**config.mk**
```make
export PLATFORM = sky130hd
export DESIGN_NAME = qtm_rowgen
export DESIGN_NICKNAME = d
export VERILOG_FILES = /design/src/rtl/qtm_pkg.sv /design/src/rtl/qtm_rowgen.sv
export SDC_FILE = /design/constraint.sdc
export NUM_CORES = 1
export LEC_CHECK = 0
export ABC_AREA = 1
export BUFFER_PORTS_ARGS = -buffer_cell sky130_fd_sc_hd__buf_2
export CAP_MARGIN = 0
export CORE_ASPECT_RATIO = 0.8
export CORE_MARGIN = 8
export CORE_UTILIZATION = 30
export DETAILED_ROUTE_END_ITERATION = 8
export GPL_TIMING_DRIVEN = 0
export HOLD_SLACK_MARGIN = 0.08
export PLACE_DENSITY = 0.56
export SETUP_SLACK_MARGIN = 0.15
export SKIP_LAST_GASP = 1
export SLEW_MARGIN = 20
export SYNTH_ARGS = -nofsm -noshare
export SYNTH_HDL_FRONTEND = slang
export SYNTH_SLANG_ARGS = --single-unit
```
**constraint.sdc**
```tcl
create_clock -name clk -period 14.29 [get_ports clk]
set_clock_uncertainty 0.15 [all_clocks]
set_input_delay 0.7145 -clock clk [delete_from_list [all_inputs] [get_ports clk]]
set_output_delay 0.7145 -clock clk [all_outputs]
set_load 0.01 [all_outputs]
```
**src/rtl/qtm_pkg.sv**
```systemverilog
// ---------------------------------------------------------------------------
// qtm_pkg
// shared types and constants for the quaternion/scale/position to model
// matrix block
// ---------------------------------------------------------------------------
package qtm_pkg;

  localparam int QTM_QW  = 16;   // quaternion component width, Q2.14
  localparam int QTM_SW  = 32;   // scale, position and matrix entry width, Q16.16
  localparam int QTM_PW  = 32;   // width of one quaternion component product
  localparam int QTM_BW  = 34;   // basis entry width, Q.28
  localparam int QTM_MW  = 33;   // basis magnitude width
  localparam int QTM_HW  = 16;   // half of a scale magnitude
  localparam int QTM_PPW = 49;   // partial product width
  localparam int QTM_AW  = 64;   // accumulated product width
  localparam int QTM_RW  = 36;   // rounded magnitude width

  localparam logic signed [QTM_BW-1:0] ONE_Q28    = QTM_BW'(64'd1 << 28);
  localparam logic [QTM_AW-1:0]        ROUND_Q28  = QTM_AW'(64'd1 << 27);
  localparam logic [QTM_SW-1:0]        SCALE_PASS = QTM_SW'(64'd1 << 28);
  localparam logic signed [QTM_SW-1:0] ONE_Q16    = 32'sd65536;
  localparam logic signed [QTM_SW-1:0] SAT_POS    = 32'sh7FFF_FFFF;
  localparam logic signed [QTM_SW-1:0] SAT_NEG    = 32'sh8000_0000;
  localparam logic [QTM_RW-1:0]        MAG_POS_MAX = QTM_RW'(64'h7FFF_FFFF);
  localparam logic [QTM_RW-1:0]        MAG_NEG_MAX = QTM_RW'(64'h8000_0000);

  localparam logic [1:0] ROW_X    = 2'd0;
  localparam logic [1:0] ROW_Y    = 2'd1;
  localparam logic [1:0] ROW_Z    = 2'd2;
  localparam logic [1:0] LAST_ROW = 2'd3;

  typedef logic signed [QTM_BW-1:0] bas_ent_t;

  typedef struct packed {
    logic signed [QTM_QW-1:0] quat_x;
    logic signed [QTM_QW-1:0] quat_y;
    logic signed [QTM_QW-1:0] quat_z;
    logic signed [QTM_QW-1:0] quat_w;
    logic signed [QTM_SW-1:0] scale_x;
    logic signed [QTM_SW-1:0] scale_y;
    logic signed [QTM_SW-1:0] scale_z;
    logic signed [QTM_SW-1:0] pos_x;
    logic signed [QTM_SW-1:0] pos_y;
    logic signed [QTM_SW-1:0] pos_z;
  } qtm_in_t;

  typedef struct packed {
    logic [1:0]               row_index;
    logic signed [QTM_SW-1:0] elem_0;
    logic signed [QTM_SW-1:0] elem_1;
    logic signed [QTM_SW-1:0] elem_2;
    logic signed [QTM_SW-1:0] elem_3;
    logic                     last_row;
  } qtm_out_t;

  // full basis of one item with its scale and position
  typedef struct packed {
    bas_ent_t [2:0][2:0]       m;      // m[row][col]
    logic [2:0][QTM_SW-1:0]    scale;  // per row
    logic [2:0][QTM_SW-1:0]    pos;
  } qtm_bas_t;

  // one row on its way to the scaling pipeline
  typedef struct packed {
    logic [1:0]             row_index;
    logic                   last_row;
    bas_ent_t [2:0]         bas;
    logic [QTM_SW-1:0]      scale;
  } qtm_row_t;

endpackage

```
**src/rtl/qtm_rowgen.sv**
```systemverilog
// ---------------------------------------------------------------------------
// qtm_rowgen
// holds one item and issues its four rows, one per cycle while row_ready is high
// ---------------------------------------------------------------------------
module qtm_rowgen import qtm_pkg::*; (
  input  logic     clk,
  input  logic     rst_n,
  input  logic     bas_valid,
  output logic     bas_ready,
  input  qtm_bas_t bas,
  output logic     row_valid,
  input  logic     row_ready,
  output qtm_row_t row
);

  qtm_bas_t   item_r;
  logic       held_r;
  logic [1:0] cnt_r;
  logic       last, fire, done;

  assign last      = (cnt_r == LAST_ROW);
  assign row_valid = held_r;
  assign fire      = held_r && row_ready;
  assign done      = fire && last;
  assign bas_ready = !held_r || done;

  always_ff @(posedge clk) begin
    if (!rst_n) begin
      held_r <= 1'b0;
      cnt_r  <= ROW_X;
    end else if (bas_valid && bas_ready) begin
      held_r <= 1'b1;
      cnt_r  <= ROW_X;
    end else if (fire) begin
      held_r <= !last;
      cnt_r  <= cnt_r + 2'd1;
    end
  end

  always_ff @(posedge clk) begin
    if (bas_valid && bas_ready) item_r <= bas;
  end

  // position row goes through the scaler as pos times 1.0 in Q.28
  always_comb begin
    row.row_index = cnt_r;
    row.last_row  = last;
    case (cnt_r)
      ROW_X: begin
        row.bas   = item_r.m[0];
        row.scale = item_r.scale[0];
      end
      ROW_Y: begin
        row.bas   = item_r.m[1];
        row.scale = item_r.scale[1];
      end
      ROW_Z: begin
        row.bas   = item_r.m[2];
        row.scale = item_r.scale[2];
      end
      default: begin
        for (int c = 0; c < 3; c++)
          row.bas[c] = {{(QTM_BW-QTM_SW){item_r.pos[c][QTM_SW-1]}}, item_r.pos[c]};
        row.scale = SCALE_PASS;
      end
    endcase
  end

endmodule

```
# == Word-level counts from Yosys, hierarchy flattened ==
# Cells that the tools add are included.
# word_totals
in_bits,502
output_inout_bits,139
elab_cells,34
ff_bits,501
# op_classes
muxes,3
n_reduce_logical,9
add_sub_neg,1
bitwise,1
n_eq_ne,3
# op_table
operator,count
$pmux 134 s3,1
$eq 2x2->1 const B,2
$logic_and 1x1->1,3
$add 2x1->2 const B,1
$eq 2x1->1 const B,1
$logic_not 1->1,2
$logic_not 2->1,1
$mux 1,2
$reduce_bool 2->1,1
$reduce_or 2->1,1
$logic_or 1x1->1,1
$not 1->1,1

# == Depth between registers and ports, before layout ==
# Gate-level depths: netlist of the first run.
# depth
word_depth,5
ltp_mapped,9
depth_no_buf,6

# == Worst setup path before layout of the first run ==
# No wires, ideal clock.
# synth_timing
kind,input-to-reg
start,input row_ready
end,register item_r[0] (netlist bit) (enable)
n_path_buf,0
t_required_ns,13.294
arrival_time_ns,10.584
setup_time_ns,0.846
cell_stages,4
setup_slack_ns,2.709
path_cell_list,nand2_1 -> nand2_1 -> nand2_1 -> inv_1
# synth_via
elab_chain_cells,4
# synth_rtl
item,line,rtl
start: declaration,qtm_rowgen.sv:12,"input logic row_ready,"
$logic_and 1x1->1,qtm_rowgen.sv:23,assign fire = held_r && row_ready;
$logic_and 1x1->1,qtm_rowgen.sv:24,assign done = fire && last;
$logic_or 1x1->1,qtm_rowgen.sv:25,assign bas_ready = !held_r || done;
named net bas_ready,qtm_rowgen.sv:9,"output logic bas_ready,"
$logic_and 1x1->1,qtm_rowgen.sv:41,if (bas_valid && bas_ready) item_r <= bas;
end signal: assignment,qtm_rowgen.sv:41,
end: declaration,qtm_rowgen.sv:16,qtm_bas_t item_r;
# The timed path passes the listed nets, and every way through them passes these cells.
# A chain may end at the register's enable or synchronous reset.

==> impl_summary.txt, run 1 <==
----------------------------------------------------
[Setup path]
  Arrival time of the worst setup path ... 2.51 ns
  Crit start category ... flip-flop
  Reg2Reg Launch Point ... cnt_r[0]
  Reg2reg end ... item_r[494]
  Worst-case reg-to-reg path depth ... 7
  Endpoint kind of the worst setup timing path ... output port
  Crit Path Class ... reg2out
  Crit Path Max Fanout ... 10
  Data required, critical path ... 13.43 ns
  Setup slack, reg-to-reg ... 11.11 ns

[Pwr]
  Power Total ... 3.28 mW
  Leakage Power ... 10.8 nW
  Maximum vdd ir drop ... 95.8 uV
  Power per cell area ... 130 nW/um2

[Synthesis]
  Number of distinct library cells after synthesis ... 14
  Largest family of logic cells by synthesized area ... simple AND/OR/NAND/NOR gates
  Area fraction in and, or, nand and nor cells after synthesis ... 18.1%
  Post-synthesis net count ... 2,002
  Post-synth top area cell ... edfxtp_1
  Share of the synthesized area in compound gates (AO/OA/AOI/OAI) ... 0.0652%
  #FFs+latches synth ... 501
  Share of flip-flops with an asynchronous set or reset ... 0%
  Area share of the leading cell type in the synthesized netlist ... 77.9%
  Post-Synth Adder-Cell Area ... 0.326%
  Fraction of synthesized cell area in xor and xnor cells ... 0%
  Post-synthesis mux area share ... 0%
  Most used flip-flop cell after synthesis ... edfxtp_1
  Syn Inst Count ... 1,495
  Post-synthesis cell area ... 19,200 um2
  Largest cells by area after synthesis ... edfxtp_1 (78%), nand2_1 (14%), nand3_1 (3.5%)
  EDFF count, synth ... 498
  Synth Warn # ... 0
  Mean Syn Cell Area ... 12.8 um2
  Part of the Yosys area used for sequential elements ... 78.2%

[Run]
  Count of maximum capacitance violations ... 0

[Floorplan]
  Die boundary height ... 242 um
  Std cell rows ... 83
  Starting density of the core ... 30.1%
  Area of the core ... 63,800 um2
  Die area ... 72,400 um2
  Die boundary width ... 299 um
  Boundary Pins ... 641

[Cells and area]
  Fraction of layout cells with a size suffix above 1 ... 34.9%
  Top library cells by usage in the layout, fill and taps aside ... nand2_1 (741), buf_2 (670), edfxtp_1 (498), nand3_1 (136), clkbuf_16 (53)
  Most frequent standard cell in the layout excluding fill and tap cells ... nand2_1
  Area growth syn-to-layout ... 31.1%
  Fin nets ... 2,700
  Number of fill cells ... 6,251

[Clocking]
  Root buffer selected by CTS ... clkbuf_16
  Buffers inserted during post-CTS setup optimization ... 0
  TritonCTS clock tree ... built
  Post_cts resized ... 0
  H-tree levels ... 2
  Clock-pin slew of the registers on the worst-case setup and hold paths ... 0.06 ns
  Clock sink count ... 501
  Maximum buffer depth of the clock tree ... 3
  Latest clock arrival within the worst-skew pair ... 0.57 ns
  # hold bufs at CTS ... 0
  Num CTS Buffers ... 52

[Hold path]
  Hold Path Origin ... bas[444]
  Hold-critical path depth ... 1
  Capture endpoint of the worst hold path ... item_r[444]
  Classification of the worst-slack hold path ... in2reg

[Timing]
  Tightest slew margin relative to the limit ... 52.7%
  Max Transition Viols Final ... 0
  Final Hold Viols ... 0
  Slew of the pin with the lowest slew margin ... 0.710 ns
  Final period utilization ... 23.6%
  Min cycle time layout ... 3.38 ns
  Setup repair after global routing missed its margin ... false
  Achievable clock frequency ... 296 MHz
  Smallest hold slack ... 0.163 ns
  Final Setup Violations ... 0

[Route]
  Number of vias per cell after detailed routing ... 4.43
  Routed wire length per instance ... 20.5 um
  Iteration-0 DRC Markers ... 843
  Detailed-route DRC error count ... 0
  Detailed-route wire length ... 63.3 mm
  Iteration count of the initial detailed-routing pass ... 5
  Number of vias after detailed routing ... 13,689
  Post-route ant nets ... 0

[Place]
  Total half-perimeter wirelength after legalization and detailed placement ... 47.4 mm
  Number of buffers added on ports ... 640
  Placer's final routability congestion estimate ... 0.920

[GRT]
  Global-route usage over all layers ... 16.8%
  First-pass GRT wire length ... 92.1 mm
  Maximum number of pins on one net before global-route repair ... 114
  Via count of the first global-routing pass ... 14,678
  Congestion Overflow GR ... 0
  Initial antenna violation count ... 21

[Status]
  Run status ... finished clean

----------------------------------------------------
registers in the layout, summed over array words and instances, names as in the netlist:
register,count
cnt_r,2
item_r,498
row_valid,1
logic make-up after synthesis:
kind of cell,Yosys count
simple gates,879
buf+inv,108
compound gates,2
fa+ha+maj,5
flops,501
layout make-up:
| cell class | instances | area, um2 | area share [%] |
|---|---|---|---|
| buffer | 71 | 495 | 1.97 |
| tap | 850 | 1060 | 4.23 |
| antenna | 10 | 25.0 | 0.0994 |
| timing repair buffer | 644 | 3310 | 13.2 |
| multi-input combinational | 886 | 3540 | 14.1 |
| clock inverter | 26 | 198 | 0.786 |
| sequential | 501 | 15000 | 59.7 |
| inverter | 37 | 146 | 0.582 |
| clock buffer | 63 | 1360 | 5.42 |
report_power, final:
group          total (mW)  internal (mW)  switching, mW
registers            1.74           1.72         0.0217
clock network        1.28          0.727          0.553
logic               0.264          0.108          0.156
total                3.28           2.55          0.730
worst max-delay path, stage by stage, from the launching register on:
cell and delay, ns:
dfxtp_1 0.38, ha_1 0.22, buf_4 0.19, inv_2 0.22, buf_4 0.30, buf_4 0.27
nand2_1 0.13, nand2_1 0.09, buf_2 0.13
metrics by stage:
step | util, % | area (um2) | setup TNS [ns] | cells | setup slack [ns]
floorplan | - | 19200 | 0 | 1495 | 2.71
CTS | 39.4 | 25100 | 0 | 3078 | 10.71
finish | 39.5 | 25200 | 0 | 3088 | 10.91
global placement | 36.8 | 23500 | -553.84 | 2985 | -1.18
global route | 39.4 | 25100 | 0 | 3080 | 10.69
detailed placement | 37.0 | 23600 | 0 | 2989 | 10.95
layer usage:
| layer | global-route usage (%) | share of wire, % | vias to the layer above |
|---|---|---|---|
| met2 | 29.4 | 50 | 578 |
| met4 | 3.62 | 1.8 | 22 |
| met3 | 5.82 | 9.3 | 98 |
| met1 | 19.7 | 39 | 6494 |
| li1 | - | - | 6497 |
| met5 | 0 | 0.21 | - |
cells in the mapped netlist (2+ instances only):
cell type / instances
dfxtp_1: 3
nor2_1: 2
inv_1: 36
clkbuf_1: 6
ha_1: 5
edfxtp_1: 498
nand3_1: 136
buf_6: 16
buf_2: 30
nand2_1: 741
buf_4: 19
worst max-delay path by stage:
| stage | end | from |
|---|---|---|
| floorplan | item_r[0] | row_ready |
| finish | row[112] | cnt_r[0] |
| detailed placement | item_r[128] | row_ready |
| CTS | row[97] | cnt_r[0] |
| global placement | item_r[369] | row_ready |
| global route | row[97] | cnt_r[0] |
No activity file was read; power rests on OpenSTA's default activity.
==> inputs of run 2 (changes only) <==
--- a/config.mk
+++ b/config.mk
@@ -5,7 +5,7 @@
 export SDC_FILE = /design/constraint.sdc
 export NUM_CORES = 1
 export LEC_CHECK = 0
-export ABC_AREA = 1
+export ABC_AREA = 0
 export BUFFER_PORTS_ARGS = -buffer_cell sky130_fd_sc_hd__buf_2
 export CAP_MARGIN = 0
 export CORE_ASPECT_RATIO = 0.8
@@ -14,7 +14,7 @@
 export DETAILED_ROUTE_END_ITERATION = 8
 export GPL_TIMING_DRIVEN = 0
 export HOLD_SLACK_MARGIN = 0.08
-export PLACE_DENSITY = 0.56
+export PLACE_DENSITY = 0.59
 export SETUP_SLACK_MARGIN = 0.15
 export SKIP_LAST_GASP = 1
 export SLEW_MARGIN = 20
==> constraint.sdc (replaced) <==
create_clock -name clk -period 3 [get_ports clk]
set_clock_uncertainty 0.15 [all_clocks]
set_input_delay 0.15 -clock clk [delete_from_list [all_inputs] [get_ports clk]]
set_output_delay 0.15 -clock clk [all_outputs]
set_load 0.01 [all_outputs]
==> run 2 against run 1 <==
  * The flow now stops in clock tree synthesis
  * Synthesized cell count fell by 36%
  * Area after synthesis decreased by 4.6%
==> impl_summary.txt, run 2 <==
----------------------------------------------------
[Synthesis]
  Area share of the leading cell type in the synthesized netlist ... 81.7%
  Synth Warn # ... 0
  Most used flip-flop cell after synthesis ... edfxtp_1
  EDFF count, synth ... 498
  Leading cell types by count after synthesis ... edfxtp_1 (498), a222oi_1 (124), inv_1 (97)
  Mean Syn Cell Area ... 19.2 um2
  Post-synthesis net count ... 1,461
  Largest cells by area after synthesis ... edfxtp_1 (82%), a222oi_1 (6.8%), mux2i_1 (5.1%)
  Part of the Yosys area used for sequential elements ... 82.0%
  Number of distinct library cells after synthesis ... 20
  #FFs+latches synth ... 501
  Share of flip-flops with an asynchronous set or reset ... 0%
  Post-synthesis cell area ... 18,300 um2
  Top-count cell post-synth ... edfxtp_1
  Post-synth top area cell ... edfxtp_1
  Syn Inst Count ... 954

[Clocking]
  # hold bufs at CTS ... 498
  Root buffer selected by CTS ... clkbuf_16
  Post_cts resized ... 40
  Buffers inserted during post-CTS setup optimization ... 0
  Maximum buffer depth of the clock tree ... 3
  Num CTS Buffers ... 51
  Clock sink count ... 501
  H-tree levels ... 2

[Status]
  Run status ... did not finish
  Error message ... [ERROR RSZ-0060] Max buffer count reached.
  Last stage ... clock tree synthesis

[Floorplan]
  Die boundary width ... 292 um
  Boundary Pins ... 641
  Starting density of the core ... 30.2%
  Std cell rows ... 81
  Die boundary height ... 237 um

[Place]
  Number of buffers added on ports ... 640
  DP Area ... 22,800 um2
  Placer's final routability congestion estimate ... 0.822
  Total half-perimeter wirelength after legalization and detailed placement ... 43.1 mm
  DP Cell Count ... 2,392

----------------------------------------------------
-- run 2: cell types whose count changed after synthesis, moves of 10 or more --
cell,previous run,this run
nand2_1,741,1
nand3_1,136,1
a222oi_1,0,124
mux2i_1,0,93
inv_1,36,97
nor2_1,2,31
a21oi_1,1,20
buf_4,19,1
clkbuf_1,6,24
a22oi_1,0,10
buf_6,16,6
-- run 2: through the flow --
step	setup WS (ns)	TNS, ns
2_1_floorplan	-1.73	-859.21
3_3_place_gp	-2.97	-1435.56
3_5_place_dp	-0.134	-11.02
-- run 2: cells by family after synthesis --
group | share of synthesized area (%)
muxes | 5.08
buffers and inverters | 3.71
and+or+nand+nor | 0.861
DFF | 82.0
AOI/OAI and AO/OA | 8.00
adders and majority gates | 0.342
==> inputs of run 3 (changes only) <==
--- a/config.mk
+++ b/config.mk
@@ -8,14 +8,11 @@
 export ABC_AREA = 0
 export BUFFER_PORTS_ARGS = -buffer_cell sky130_fd_sc_hd__buf_2
 export CAP_MARGIN = 0
-export CORE_ASPECT_RATIO = 0.8
 export CORE_MARGIN = 8
-export CORE_UTILIZATION = 30
+export CORE_UTILIZATION = 20
 export DETAILED_ROUTE_END_ITERATION = 8
 export GPL_TIMING_DRIVEN = 0
-export HOLD_SLACK_MARGIN = 0.08
-export PLACE_DENSITY = 0.59
-export SETUP_SLACK_MARGIN = 0.15
+export PLACE_DENSITY_LB_ADDON = 0.15
 export SKIP_LAST_GASP = 1
 export SLEW_MARGIN = 20
 export SYNTH_ARGS = -nofsm -noshare
==> constraint.sdc (replaced) <==
create_clock -name clk -period 3.9 [get_ports clk]
set_clock_uncertainty 0.15 [all_clocks]
set_input_delay 0.195 -clock clk [delete_from_list [all_inputs] [get_ports clk]]
set_output_delay 0.195 -clock clk [all_outputs]
set_load 0.01 [all_outputs]
==> run 3 against run 2 <==
  * Area after synthesis unchanged
  * The run now ends clean
  * Synthesized cell count unchanged
==> impl_summary.txt, run 3 <==
----------------------------------------------------
[Synthesis]
  Synth Warn # ... 0
  Top-count cell post-synth ... edfxtp_1
  Number of distinct library cells after synthesis ... 20
  Post-synth top area cell ... edfxtp_1
  Post-synthesis net count ... 1,461
  Syn Inst Count ... 954
  Most used flip-flop cell after synthesis ... edfxtp_1
  Post-synthesis cell area ... 18,300 um2
  Largest cells by area after synthesis ... edfxtp_1 (82%), a222oi_1 (6.8%), mux2i_1 (5.1%)
  #FFs+latches synth ... 501
  Part of the Yosys area used for sequential elements ... 82.0%
  Mean Syn Cell Area ... 19.2 um2
  EDFF count, synth ... 498
  Area share of the leading cell type in the synthesized netlist ... 81.7%
  Share of flip-flops with an asynchronous set or reset ... 0%
  Leading cell types by count after synthesis ... edfxtp_1 (498), a222oi_1 (124), inv_1 (97)

[Setup path]
  Crit Path Max Fanout ... 10
  Crit Path Class ... reg2out
  Endpoint kind of the worst setup timing path ... output port
  Crit start category ... flip-flop
  Delay contributed by the slowest stage of the critical path ... 0.77 ns
  Data required, critical path ... 3.56 ns
  Cell-by-cell trace of the critical path ... inv_1, ha_1, buf_2, clkbuf_1, a222oi_1, mux2i_1, buf_2
  WP depth ... 7
  Worst-case reg-to-reg path depth ... 8
  Crit path buffers/inverters ... 4
  Top Family by Delay on Critical Path ... buffers and inverters
  Arrival time of the worst setup path ... 3.20 ns
  Cell at the slowest stage of the critical path ... clkbuf_1
  Cell repeated most along the worst path ... buf_2

[Cells and area]
  Top library cells by usage in the layout, fill and taps aside ... buf_2 (671), dlygate4sd3_1 (503), edfxtp_1 (498), a222oi_1 (124), inv_1 (97)
  Total non-filler cell area in the finished layout ... 30,200 um2
  Final std cells w/o fill ... 3,405
  Flip-flop count of the largest register after layout ... 498
  Fraction of layout cells with a size suffix above 1 ... 35.2%
  Top register by number of flip-flops ... item_r
  Fin nets ... 2,676
  Area growth syn-to-layout ... 64.7%
  Most frequent standard cell in the layout excluding fill and tap cells ... buf_2

[Route]
  Number of vias per cell after detailed routing ... 4.02
  Iteration-0 DRC Markers ... 1,102
  Detailed-route wire length ... 70.4 mm
  Detailed-route DRC error count ... 0
  Number of vias after detailed routing ... 13,673
  Iteration count of the initial detailed-routing pass ... 8
  Routed wire length per instance ... 20.7 um
  Post-route ant nets ... 0

[Status]
  Run status ... finished clean

[Floorplan]
  Std cell rows ... 111
  Area of the core ... 91,200 um2
  Die boundary width ... 319 um
  Die boundary height ... 319 um
  Die area ... 101,000 um2
  Boundary Pins ... 641
  Starting density of the core ... 20.1%

[GRT]
  Global-route usage over all layers ... 13.3%
  Maximum number of pins on one net before global-route repair ... 57
  Congestion Overflow GR ... 0
  Via count of the first global-routing pass ... 15,505
  Initial antenna violation count ... 13
  First-pass GRT wire length ... 102 mm

[Pwr]
  Net switching power ... 2.89 mW
  Combinational group share of total power ... 10.6%
  Power per cell area ... 431 nW/um2
  Leakage Power ... 11.7 nW
  Maximum vdd ir drop ... 312 uV
  Part of the total power dissipated in sequential elements ... 49.0%
  Internal power contribution ... 10.1 mW
  Switching part of the total power ... 22.2%
  Power Total ... 13.0 mW
  Power share of the clock group ... 40.4%

[Clocking]
  Latest clock arrival within the worst-skew pair ... 0.62 ns
  Buffers inserted during post-CTS setup optimization ... 0
  Clock sink count ... 501
  H-tree levels ... 2
  Num CTS Buffers ... 58
  TritonCTS clock tree ... built
  Maximum buffer depth of the clock tree ... 3
  Clock-pin slew of the registers on the worst-case setup and hold paths ... 0.06 ns
  Root buffer selected by CTS ... clkbuf_16

[Timing]
  Final Hold Viols ... 0
  Tightest slew margin relative to the limit ... 29.0%
  Max Transition Viols Final ... 0
  Final Setup Violations ... 0
  Slew of the pin with the lowest slew margin ... 1.07 ns
  Setup repair after global routing missed its margin ... false
  Min cycle time layout ... 3.54 ns
  Slack of the critical path ... 0.356 ns
  Achievable clock frequency ... 282 MHz
  Final period utilization ... 90.9%
  Smallest hold slack ... 0.129 ns

[Place]
  Total half-perimeter wirelength after legalization and detailed placement ... 50.6 mm
  DP Area ... 23,300 um2
  Placer's final routability congestion estimate ... 0.763
  Worst Setup Slack post-DPL ... 0.632 ns
  DP Cell Count ... 2,792
  Number of buffers added on ports ... 640

[Hold path]
  Classification of the worst-slack hold path ... in2reg
  Hold-critical path depth ... 2

[Run]
  Count of maximum capacitance violations ... 0

----------------------------------------------------
run 3: cell counts after synthesis:
Identical to the previous run, type by type.
run 3: cells by family (layout without fill, tap and decap cells):
logic type / after synthesis / in the layout / synth area share [%]
AOI/OAI and AO/OA: 159 / 159 / 8.00
adders and majority gates: 5 / 5 / 0.342
buffers and inverters: 158 / 1411 / 3.71
DFF: 501 / 501 / 82.0
muxes: 93 / 93 / 5.08
other: 0 / 12 / 0
and+or+nand+nor: 38 / 38 / 0.861
run 3: area by class of cell:
class	instances	area, um2
antenna	12	30.0
buffer	61	318
tap	1186	1480
clock inverter	26	230
clock buffer	72	1570
multi-input combinational	295	2640
timing repair buffer	1155	8500
inverter	97	364
fill	9027	61100
sequential	501	15000
run 3: power by group through the flow:
stage               logic (mW)  registers (mW)  clock network (mW)
floorplan                0.383            6.49                   0
global placement         0.923            6.53                   0
detailed placement       0.976            6.48                   0
CTS                       1.41            6.37                5.48
global route              1.50            6.39                5.64
finish                    1.38            6.37                5.25
run 3: metal layers:
| layer | vias up | GRT usage [%] | part of all wire [%] |
|---|---|---|---|
| met2 | 536 | 24.3 | 52 |
| li1 | 6369 | - | - |
| met3 | 89 | 3.76 | 6.7 |
| met5 | - | 0 | 0.018 |
| met4 | 2 | 3.61 | 2.0 |
| met1 | 6677 | 15.1 | 39 |
run 3: worst paths after layout:
kind,slack [ns],startpoint,endpoint
hold / removal,0.13,bas[209],item_r[209]
setup / recovery,0.36,cnt_r[0],row[128]
setup reg to reg,0.69,cnt_r[0],item_r[284]
hold reg to reg,0.56,row_valid,row_valid
run 3: repair_timing:
item                       in CTS  in global routing
hold endpoints to repair      524                  0
setup endpoints to repair       3                  0
gates resized for setup         1                  0
hold buffers                  503                  0
run 3: per-stage QoR:
stage               util (%)  TNS [ns]
floorplan                  -   -411.01
global placement        25.2  -1149.33
detailed placement      25.5         0
CTS                     33.0         0
global route            33.0         0
finish                  33.0         0
